<file path="config.mk">
export PLATFORM = sky130hd
export DESIGN_NAME = tic_frame_line_checker_top_flat
export DESIGN_NICKNAME = d
export VERILOG_FILES = /design/src/hw/rtl/tflc_pkg.sv /design/src/hw/rtl/tflc_stream_if.sv /design/src/hw/rtl/tic_frame_line_checker_top.sv /design/src/flat_wrapper.sv
export SDC_FILE = /design/constraint.sdc
export NUM_CORES = 1
export LEC_CHECK = 0
export BUFFER_PORTS_ARGS = -buffer_cell sky130_fd_sc_hd__buf_2
export CAP_MARGIN = 15
export CORE_MARGIN = 2
export CORE_UTILIZATION = 23
export DETAILED_ROUTE_END_ITERATION = 12
export SETUP_SLACK_MARGIN = 0.2
export SLEW_MARGIN = 20
export SYNTH_ARGS = -nofsm -noshare
export SYNTH_HDL_FRONTEND = slang
export SYNTH_SLANG_ARGS = --single-unit
</file>
<file path="constraint.sdc">
create_clock -name clk -period 3.3 [get_ports clk]
set_input_delay 0.495 -clock clk [delete_from_list [all_inputs] [get_ports clk]]
set_output_delay 0.495 -clock clk [all_outputs]
set_load 0.1 [all_outputs]
</file>
<file path="src/hw/rtl/tflc_pkg.sv">
// shared types, codes and constants of the tic frame line checker
package tflc_pkg;

	// default sizes of the line store and the token limits
	localparam int LINE_BYTES_DEF = 128;
	localparam int LABEL_MAX_DEF  = 31;
	localparam int VALUE_MAX_DEF  = 63;

	// control characters
	localparam logic [7:0] CHAR_NUL = 8'h00;
	localparam logic [7:0] CHAR_STX = 8'h02;
	localparam logic [7:0] CHAR_ETX = 8'h03;
	localparam logic [7:0] CHAR_TAB = 8'h09;
	localparam logic [7:0] CHAR_LF  = 8'h0A;
	localparam logic [7:0] CHAR_VT  = 8'h0B;
	localparam logic [7:0] CHAR_FF  = 8'h0C;
	localparam logic [7:0] CHAR_CR  = 8'h0D;
	localparam logic [7:0] CHAR_SP  = 8'h20;

	// offset that turns the 6-bit sum into a printable character
	localparam logic [6:0] CHECK_BIAS = 7'h20;

	// byte roles
	localparam logic [2:0] ROLE_IGNORED  = 3'd0;
	localparam logic [2:0] ROLE_FRAME_ST = 3'd1;
	localparam logic [2:0] ROLE_FRAME_END = 3'd2;
	localparam logic [2:0] ROLE_LABEL    = 3'd3;
	localparam logic [2:0] ROLE_VALUE    = 3'd4;
	localparam logic [2:0] ROLE_CHECK    = 3'd5;
	localparam logic [2:0] ROLE_SPACE    = 3'd6;
	localparam logic [2:0] ROLE_LINE_END = 3'd7;

	// line verdicts
	localparam logic [1:0] VERD_NONE      = 2'd0;
	localparam logic [1:0] VERD_OK        = 2'd1;
	localparam logic [1:0] VERD_BAD       = 2'd2;
	localparam logic [1:0] VERD_MALFORMED = 2'd3;

	// configuration registers
	localparam int CFG_IDX_W  = 1;
	localparam int CFG_DATA_W = 7;
	localparam logic [CFG_IDX_W-1:0] CFG_SEPARATOR = 1'd0;
	localparam logic [CFG_IDX_W-1:0] CFG_TRAILING  = 1'd1;
	localparam logic [6:0] SEPARATOR_RESET = 7'd32;
	localparam logic       TRAILING_RESET  = 1'b1;

	// input word
	typedef struct packed {
		logic [7:0] rx_byte;
	} rx_word_t;

	// result word
	typedef struct packed {
		logic [7:0] byte_echo;
		logic [2:0] byte_role;
		logic [1:0] verdict;
		logic [6:0] computed_check;
		logic [7:0] received_check;
	} res_word_t;

endpackage

</file>
<file path="src/hw/rtl/tflc_stream_if.sv">
// valid/ready stream channel carrying one word per handshake
interface tflc_stream_if #(
	parameter type payload_t = tflc_pkg::rx_word_t
) ();
	logic     valid;
	logic     ready;
	payload_t payload;

	modport source (output valid, output payload, input ready);
	modport sink (input valid, input payload, output ready);
endinterface

</file>
<file path="src/hw/rtl/tic_frame_line_checker_top.sv">
// tic frame line checker: tags each received byte and checks line checksums
//
// Channels: rx (sink) takes one received character per word; result (source)
// gives one word per input word with the byte echoed, its role, the verdict at
// a line end, the checksum computed so far and the checksum character taken.
// The configuration port writes the separator code (index 0) and the
// trailing-separator switch (index 1) at any edge with cfg_we high.
// Path: a word accepted on rx sits in the input register, passes the
// line-state update into the result register and is offered on result
// from then on.
// Throughput: one word per cycle unless result stalls; the line state is
// a few counters and a 6-bit sum updated by one add per byte, so nothing loops.
// Reset: arst_n clears the pipeline, closes the frame, clears the line state
// and loads separator 32 with the trailing separator on.
// Stall: while result is not taken the result register holds, the input
// register fills and rx.ready drops; it rises again in the cycle the receiver
// takes the waiting word.
module tic_frame_line_checker_top #(
	parameter int LINE_BYTES = tflc_pkg::LINE_BYTES_DEF,
	parameter int LABEL_MAX  = tflc_pkg::LABEL_MAX_DEF,
	parameter int VALUE_MAX  = tflc_pkg::VALUE_MAX_DEF
) (
	input  logic                            clk,
	input  logic                            arst_n,
	input  logic                            cfg_we,
	input  logic [tflc_pkg::CFG_IDX_W-1:0]  cfg_index,
	input  logic [tflc_pkg::CFG_DATA_W-1:0] cfg_data,
	tflc_stream_if.sink                     rx,
	tflc_stream_if.source                   result
);
	import tflc_pkg::*;

	localparam int CNT_W = $clog2(LINE_BYTES);
	localparam int LBL_W = $clog2(LABEL_MAX + 1);
	localparam int VAL_W = $clog2(VALUE_MAX + 1);

	typedef enum logic [2:0] {
		PH_BEFORE,
		PH_LABEL,
		PH_GAP_LABEL,
		PH_VALUE,
		PH_GAP_VALUE,
		PH_DONE
	} phase_t;

	// configuration registers
	logic [6:0] sep_q;
	logic       trail_q;

	// pipeline registers
	logic       valid_s1;
	logic [7:0] byte_s1;
	logic       valid_s2;
	res_word_t  res_s2;

	// line state
	logic             frame_q;
	phase_t           phase_q;
	logic [5:0]       sum_q;
	logic [CNT_W-1:0] stored_q;
	logic [LBL_W-1:0] lbl_q;
	logic [VAL_W-1:0] val_q;
	logic [7:0]       check_q;
	logic             ovf_q;
	logic             nul_q;
	logic             chk_q;

	// next line state
	logic             frame_d;
	phase_t           phase_d;
	logic [5:0]       sum_d;
	logic [CNT_W-1:0] stored_d;
	logic [LBL_W-1:0] lbl_d;
	logic [VAL_W-1:0] val_d;
	logic [7:0]       check_d;
	logic             ovf_d;
	logic             nul_d;
	logic             chk_d;
	res_word_t        res_d;

	logic       adv;
	logic [5:0] sep_sum;
	logic [6:0] check_now;
	logic [5:0] sum_out;
	logic       ws;

	// configuration writes
	always_ff @(posedge clk or negedge arst_n) begin
		if (!arst_n) begin
			sep_q   <= SEPARATOR_RESET;
			trail_q <= TRAILING_RESET;
		end else if (cfg_we) begin
			case (cfg_index)
				CFG_SEPARATOR: sep_q   <= cfg_data;
				CFG_TRAILING:  trail_q <= cfg_data[0];
				default: ;
			endcase
		end
	end

	// handshake: the result register frees when empty or taken
	assign adv             = !valid_s2 || result.ready;
	assign rx.ready        = !valid_s1 || adv;
	assign result.valid    = valid_s2;
	assign result.payload  = res_s2;

	// separators' share of the sum
	assign sep_sum   = sep_q[5:0] + (trail_q ? sep_q[5:0] : 6'd0);
	assign check_now = {1'b0, 6'(sum_q + sep_sum)} + CHECK_BIAS;

	assign ws = (byte_s1 == CHAR_SP) || (byte_s1 == CHAR_TAB) ||
		(byte_s1 == CHAR_VT) || (byte_s1 == CHAR_FF);

	// line-state update and result for the byte in the input register
	always_comb begin
		frame_d  = frame_q;
		phase_d  = phase_q;
		sum_d    = sum_q;
		stored_d = stored_q;
		lbl_d    = lbl_q;
		val_d    = val_q;
		check_d  = check_q;
		ovf_d    = ovf_q;
		nul_d    = nul_q;
		chk_d    = chk_q;
		sum_out  = sum_q;
		res_d.byte_echo      = byte_s1;
		res_d.byte_role      = ROLE_IGNORED;
		res_d.verdict        = VERD_NONE;
		res_d.computed_check = check_now;
		res_d.received_check = check_q;

		if (byte_s1 == CHAR_STX) begin
			frame_d         = 1'b1;
			phase_d         = PH_BEFORE;
			sum_d           = '0;
			stored_d        = '0;
			lbl_d           = '0;
			val_d           = '0;
			check_d         = '0;
			ovf_d           = 1'b0;
			nul_d           = 1'b0;
			chk_d           = 1'b0;
			res_d.byte_role = ROLE_FRAME_ST;
		end else if (byte_s1 == CHAR_ETX) begin
			frame_d         = 1'b0;
			res_d.byte_role = ROLE_FRAME_END;
		end else if (!frame_q || byte_s1 == CHAR_CR) begin
			res_d.byte_role = ROLE_IGNORED;
		end else if (byte_s1 == CHAR_LF) begin
			res_d.byte_role = ROLE_LINE_END;
			if (ovf_q || !chk_q) begin
				res_d.verdict = VERD_MALFORMED;
			end else if ({1'b0, check_now} == check_q) begin
				res_d.verdict = VERD_OK;
			end else begin
				res_d.verdict = VERD_BAD;
			end
		end else if (stored_q < CNT_W'(LINE_BYTES - 1)) begin
			stored_d = stored_q + CNT_W'(1);
			if (nul_q) begin
				res_d.byte_role = ROLE_SPACE;
			end else if (byte_s1 == CHAR_NUL) begin
				nul_d           = 1'b1;
				res_d.byte_role = ROLE_SPACE;
			end else begin
				case (phase_q)
					PH_BEFORE, PH_LABEL: begin
						if (ws) begin
							if (phase_q == PH_LABEL) phase_d = PH_GAP_LABEL;
							res_d.byte_role = ROLE_SPACE;
						end else begin
							phase_d         = PH_LABEL;
							res_d.byte_role = ROLE_LABEL;
							if (lbl_q < LBL_W'(LABEL_MAX)) begin
								sum_d = sum_q + byte_s1[5:0];
								lbl_d = lbl_q + LBL_W'(1);
							end else begin
								ovf_d = 1'b1;
							end
						end
					end
					PH_GAP_LABEL, PH_VALUE: begin
						if (ws) begin
							if (phase_q == PH_VALUE) phase_d = PH_GAP_VALUE;
							res_d.byte_role = ROLE_SPACE;
						end else begin
							phase_d         = PH_VALUE;
							res_d.byte_role = ROLE_VALUE;
							if (val_q < VAL_W'(VALUE_MAX)) begin
								sum_d = sum_q + byte_s1[5:0];
								val_d = val_q + VAL_W'(1);
							end else begin
								ovf_d = 1'b1;
							end
						end
					end
					PH_GAP_VALUE: begin
						if (ws) begin
							res_d.byte_role = ROLE_SPACE;
						end else begin
							check_d         = byte_s1;
							chk_d           = 1'b1;
							phase_d         = PH_DONE;
							res_d.byte_role = ROLE_CHECK;
						end
					end
					default: res_d.byte_role = ROLE_SPACE;
				endcase
			end
		end else begin
			res_d.byte_role = ROLE_IGNORED;
		end

		// checksum and received character after this byte
		sum_out              = sum_d;
		res_d.computed_check = {1'b0, 6'(sum_out + sep_sum)} + CHECK_BIAS;
		res_d.received_check = check_d;

		// a line end clears the line once its word is formed
		if (res_d.byte_role == ROLE_LINE_END) begin
			phase_d  = PH_BEFORE;
			sum_d    = '0;
			stored_d = '0;
			lbl_d    = '0;
			val_d    = '0;
			check_d  = '0;
			ovf_d    = 1'b0;
			nul_d    = 1'b0;
			chk_d    = 1'b0;
		end
	end

	// pipeline control and line state
	always_ff @(posedge clk or negedge arst_n) begin
		if (!arst_n) begin
			valid_s1 <= 1'b0;
			valid_s2 <= 1'b0;
			frame_q  <= 1'b0;
			phase_q  <= PH_BEFORE;
			sum_q    <= '0;
			stored_q <= '0;
			lbl_q    <= '0;
			val_q    <= '0;
			check_q  <= '0;
			ovf_q    <= 1'b0;
			nul_q    <= 1'b0;
			chk_q    <= 1'b0;
		end else begin
			if (rx.ready) begin
				valid_s1 <= rx.valid;
			end
			if (adv) begin
				valid_s2 <= valid_s1;
				if (valid_s1) begin
					frame_q  <= frame_d;
					phase_q  <= phase_d;
					sum_q    <= sum_d;
					stored_q <= stored_d;
					lbl_q    <= lbl_d;
					val_q    <= val_d;
					check_q  <= check_d;
					ovf_q    <= ovf_d;
					nul_q    <= nul_d;
					chk_q    <= chk_d;
				end
			end
		end
	end

	// payload registers
	always_ff @(posedge clk) begin
		if (rx.ready && rx.valid) begin
			byte_s1 <= rx.payload.rx_byte;
		end
		if (adv && valid_s1) begin
			res_s2 <= res_d;
		end
	end

`ifndef SYNTHESIS
	// a verdict is given on a line end and only there
	assert property (@(posedge clk) disable iff (!arst_n)
		valid_s2 && res_s2.byte_role == ROLE_LINE_END |-> res_s2.verdict != VERD_NONE)
		else $error("line end without verdict");
	assert property (@(posedge clk) disable iff (!arst_n)
		valid_s2 && res_s2.verdict != VERD_NONE |-> res_s2.byte_role == ROLE_LINE_END)
		else $error("verdict outside a line end");

	// computed checksum is always a printable character
	assert property (@(posedge clk) disable iff (!arst_n)
		valid_s2 |-> res_s2.computed_check[6:5] == 2'b01 ||
			res_s2.computed_check[6:5] == 2'b10)
		else $error("computed checksum out of range");

	// a frame start leaves a cleared line
	assert property (@(posedge clk) disable iff (!arst_n)
		valid_s2 && res_s2.byte_role == ROLE_FRAME_ST |-> res_s2.received_check == 8'd0)
		else $error("frame start did not clear the line");

	// the stored count stays within the line store
	assert property (@(posedge clk) disable iff (!arst_n)
		stored_q <= CNT_W'(LINE_BYTES - 1))
		else $error("stored count beyond line store");
`endif

endmodule

</file>
<file path="src/flat_wrapper.sv">
// flat-port wrapper written by rule: the top's interface ports become plain ports
module tic_frame_line_checker_top_flat import tflc_pkg::*;
#(
	parameter int LINE_BYTES = tflc_pkg::LINE_BYTES_DEF,
	parameter int LABEL_MAX  = tflc_pkg::LABEL_MAX_DEF,
	parameter int VALUE_MAX  = tflc_pkg::VALUE_MAX_DEF
)
  (clk, arst_n, cfg_we, cfg_index, cfg_data, rx_valid, rx_payload, rx_ready, result_valid, result_payload, result_ready);
  tflc_stream_if #(.payload_t(rx_word_t)) rx_i ();
  tflc_stream_if #(.payload_t(res_word_t)) result_i ();
  input  logic clk;
  input  logic arst_n;
  input  logic cfg_we;
  input  logic [tflc_pkg::CFG_IDX_W-1:0] cfg_index;
  input  logic [tflc_pkg::CFG_DATA_W-1:0] cfg_data;
  input wire logic [$bits(rx_i.valid)-1:0] rx_valid;
  input wire logic [$bits(rx_i.payload)-1:0] rx_payload;
  output wire logic [$bits(rx_i.ready)-1:0] rx_ready;
  output wire logic [$bits(result_i.valid)-1:0] result_valid;
  output wire logic [$bits(result_i.payload)-1:0] result_payload;
  input wire logic [$bits(result_i.ready)-1:0] result_ready;
  assign rx_i.valid = rx_valid;
  assign rx_i.payload = rx_payload;
  assign rx_ready = rx_i.ready;
  assign result_valid = result_i.valid;
  assign result_payload = result_i.payload;
  assign result_i.ready = result_ready;
  tic_frame_line_checker_top #(.LINE_BYTES(LINE_BYTES), .LABEL_MAX(LABEL_MAX), .VALUE_MAX(VALUE_MAX)) u_core (.clk(clk), .arst_n(arst_n), .cfg_we(cfg_we), .cfg_index(cfg_index), .cfg_data(cfg_data), .rx(rx_i), .result(result_i));
endmodule
</file>
Yosys cells after proc, flatten, opt, wreduce, memory -nomap -nowiden
Index checks and enable logic that the tools add are counted.

Bits in registers: 84. Logic and storage cells: 210. Output and inout bits: 30.

Eq/ne operators: 27. Multiplexer cells: 112. Reductions and logical operators: 37. $add $sub $neg: 9. Bitwise gates (word level): 2. $lt $le $gt $ge: 3.

Operators with widths (count): $mux W6 (24); $mux W8 (10); $mux W3 (21); $mux W5 (11); $mux W7 (6); $eq A8 B4 Y1 const B (5); $mux W1 (32); $add A6 B6 Y6 (4); $reduce_and A11 Y1 (2); $pmux W3 S3 (2); $reduce_bool A3 Y1 (6); $eq A8 B2 Y1 const B (2); $add A6 B6 Y7 const B (2); $reduce_and A13 Y1 (1); $ne A3 B2 Y1 const B (4); $ne A4 B4 Y1 const B (3); $pmux W6 S2 (1); $reduce_and A12 Y1 (1); $ne A5 B5 Y1 const B (2); $reduce_and A10 Y1 (1); $eq A7 B8 Y1 (1); $eq A8 B6 Y1 const B (1); $logic_not A8 Y1 (1); $mux W2 (4); other kinds (25) (43).

Longest topological paths before layout
Depth after elaboration: 16. Depth in mapped cells: 14. Mapped depth without buffers: 14.

Worst setup path after synthesis
OpenSTA, ideal clock, no wires.

Path kind: flip-flop to flip-flop. Start: register u_core.byte_s1[3]. End: register u_core.res_s2, in the netlist u_core.result.payload[14] (data pin). Slack: -306 ps. Cell stages (with the launch flop): 15. Arrival time: 3351 ps. Buffers on the path: 1. Period minus slack after synthesis: 3606 ps. Data required time: 3045 ps. Cells stage by stage: edfxtp_1 -> buf_2 -> nor4b_1 -> a211o_1 -> a211o_1 -> nor3_4 -> mux2i_1 -> nor2_1 -> ha_1 -> a211oi_1 -> o21ai_0 -> and3_1 -> a211oi_1 -> o311ai_0 -> and2_1.

RTL lines: from (decl) (line tic_frame_line_checker_top.sv:52) `logic [7:0] byte_s1;`; from (signal assigned) (line tic_frame_line_checker_top.sv:274) `byte_s1 <= rx.payload.rx_byte;`; to (signal assigned) (line tic_frame_line_checker_top.sv:277) `res_s2 <= res_d;`; to (decl) (line tic_frame_line_checker_top.sv:54) `res_word_t res_s2;`.

==> flow_summary.toml <==
[outcome]
status = "complete, but fails checks"
failed_checks = "setup timing"

[place]
place_hpwl_um = 8930
place_area_um2 = 5810
numPortBuffers = 49
gp_congestion = 0.811
dp_cells = 813

[power]
p_leak_uw = 0.00278
p_per_area_nw_per_um2 = 468
p_total_uw = 2990
ir_drop_uv = 234

[logic_synthesis]
async_flop_share = 0.571
ys_types = 65
synth_ff_type = "dfrtp_1"
synthesis.nets = 483
synthesis.area_um2 = 4760
synth_warnings = 0
syn_avg_cell_area_um2 = 10.8
netlist_instances = 441
ys_seq_elements = 84
seq_area_frac_synth = 0.480
synth-edff-count = 36

[timing]
period_needed_ns = 3.57
max_slew_margin = 0.478
maxSlewViolCount = 0
max_freq_mhz = 280
fin_crit_sh = 1.08
rsz0062_at_grt = "yes"
setup_tns_ns = -0.511
clock_skew_ns = 0.00731
finalHoldViolations = 0
setup_viol = 3
hold_slack_ns = 0.0726
setup_ws_ns = -0.273
worst_pin_slew_ns = 0.777

[worst_setup_path]
r2r_setup_slack_ns = -0.27
critPathLaunchType = "flop"
rr_startpoint = "u_core.byte_s1[3]$_DFFE_PP_"
worst-path-max-fanout = 3
worstPathRequired_ns = 3.40
cp.arrival_ns = 3.68
worstSetupPathType = "flop to flop"
end_kind = "flop"
regToRegEndpoint = "u_core.result.payload[14]$_DFFE_PP_"
startpoint = "u_core.byte_s1[3]$_DFFE_PP_"
r2r.worst_path.cells = 14

[floorplanning]
start_util = 0.235
coreArea_um2 = 20300
die-area_um2 = 21900
die_h_um = 148
ioPinCount = 51
rows = 52
die_w_um = 148

[cts]
cts_inserted_buffers = 9
clk_pin_slew_ns = 0.06
htree_num_levels = 3
root_buffer = "clkbuf_16"
clk_path_buf_depth = 2
clock-sinks = 84
clock_latency_ns = 0.35
cts_tree = "built"

[cells_and_area]
fin_area_um2 = 6390
antenna_cells = 0
drive_above_1_share = 0.358
layout_common_cells = "buf_4, buf_2, dfrtp_1"
final_cells = 846
final_common_cell = "buf_4"
fin_nets = 613
area_growth_pct = 34.1

[detailed_routing]
viasPerCell = 4.59
vias = 3881
wl_per_cell_um = 14.4
ant_nets = 0
first_pass_iters = 4
drc = 0
wl_um = 12200
drt-initial-drc-count = 154

[global_routing]
grt_pass1_vias = 3839
grt_pass1_wl_um = 19900
antenna_found_initial = 0
overflow = 0
grt_use_total = 0.116
grt_max_degree = 34

[hold_path]
hp-class = "input port to async pin"

[flow_run]
cap_violations = 0
[worst max-delay path, cell delays in order (launching register included)]
cell and delay [ns]:
edfxtp_1 0.42, buf_6 0.15, or4bb_1 0.18, a31oi_2 0.11, or3b_4 0.44, nor3_4 0.31, mux2i_1 0.28, nor2_1 0.07
ha_1 0.31, a211oi_2 0.27, o21ai_2 0.12, and3_4 0.20, a211oi_2 0.17, o311ai_2 0.15, and2_1 0.17
[cell usage after synthesis (all sizes together) (3+ instances only)]
cell / instances / area, um2
o211ai: 3 / 22.5
inv: 20 / 75.1
nor3: 8 / 51.3
nor4: 4 / 61.3
nor2: 30 / 113
clkbuf: 10 / 37.5
and3: 7 / 43.8
or4: 4 / 30.0
nand3: 11 / 55.1
xnor2: 12 / 105
a21oi: 21 / 109
or2: 3 / 18.8
o21ai: 30 / 150
buf: 6 / 30.0
a22o: 8 / 70.1
nand2b: 7 / 43.8
fa: 3 / 60.1
nand4b: 3 / 26.3
xor2: 9 / 78.8
nor3b: 8 / 65.1
nand4: 4 / 25.0
ha: 18 / 225
dfrtp: 46 / 1150
a21o: 9 / 67.6
a32o: 4 / 40.0
nand2: 25 / 93.8
nand3b: 3 / 26.3
and2: 5 / 31.3
o31ai: 5 / 37.5
a31oi: 9 / 56.3
o41ai: 4 / 35.0
mux2: 12 / 135
nor2b: 6 / 37.5
a211oi: 4 / 30.0
edfxtp: 36 / 1080
mux2i: 15 / 150
[worst max-delay path by stage]
stage          cells after the start                             endpoint  slack [ns]
2_1_floorplan                     14  u_core.result.payload[14]$_DFFE_PP_       -0.19
3_3_place_gp                      14  u_core.result.payload[14]$_DFFE_PP_       -0.26
3_5_place_dp                      13  u_core.result.payload[14]$_DFFE_PP_       -0.28
4_1_cts                           14  u_core.result.payload[14]$_DFFE_PP_       -0.23
5_1_grt                           15  u_core.result.payload[14]$_DFFE_PP_       -0.42
6_report                          14  u_core.result.payload[14]$_DFFE_PP_       -0.27
[per-layer routing]
layer / vias to the layer above / track usage / wire (um)
met3: 10 / 0.0228 / 391
met1: 1906 / 0.144 / 5330
met4: 0 / 0.0400 / 170
met2: 51 / 0.201 / 6270
met5: - / 0 / 0
li1: 1914 / - / -
[where the power goes]
group | internal [uW] | switching [uW] | leakage, uW
sequential | 1180 | 45.0 | 0.000980
clock | 571 | 407 | 0.000146
combinational | 274 | 508 | 0.00166
total | 2030 | 960 | 0.00278
[through the flow]
step	setup WS [ns]	util
after floorplan	-0.193	-
after global placement	-0.257	0.286
after detailed placement	-0.282	0.286
after CTS	-0.234	0.311
after global routing	-0.422	0.315
final	-0.273	0.315
[cell families (layout without fill, tap and decap cells)]
kind of cell | Yosys count | count (layout) | synth area share
fa+ha+maj | 21 | 21 | 0.0599
mux | 27 | 27 | 0.0599
buf+inv | 36 | 171 | 0.0300
flops | 84 | 84 | 0.480
xor+xnor | 21 | 21 | 0.0386
simple gates | 136 | 136 | 0.168
compound gates | 116 | 116 | 0.163
[layout make-up]
| cell class | instances | area (um2) |
|---|---|---|
| inverter | 20 | 77.6 |
| clock buffer | 13 | 270 |
| clock inverter | 3 | 17.5 |
| sequential | 84 | 2280 |
| tap | 270 | 338 |
| multi-input combinational | 321 | 2480 |
| timing repair buffer | 135 | 918 |
| fill | 2130 | 13900 |
[registers in the layout (all words and copies together) (netlist names)]
register               count
u_core.chk_q               1
u_core.nul_q               1
u_core.result.payload     28
u_core.sep_q               6
u_core.frame_q             1
u_core.lbl_q               5
u_core.phase_q             3
u_core.result.valid        1
u_core.valid_s1            1
u_core.trail_q             1
u_core.val_q               6
u_core.ovf_q               1
u_core.sum_q               6
u_core.stored_q            7
u_core.check_q             8
u_core.byte_s1             8
[timing repair]
action	CTS	global route
setup buffers	14	3
resized for setup	31	11
hold buffers	0	0
cloned	0	0
endpoints found under the setup margin	7	8
pin swaps	14	11
(Power assumes the default switching activity.)
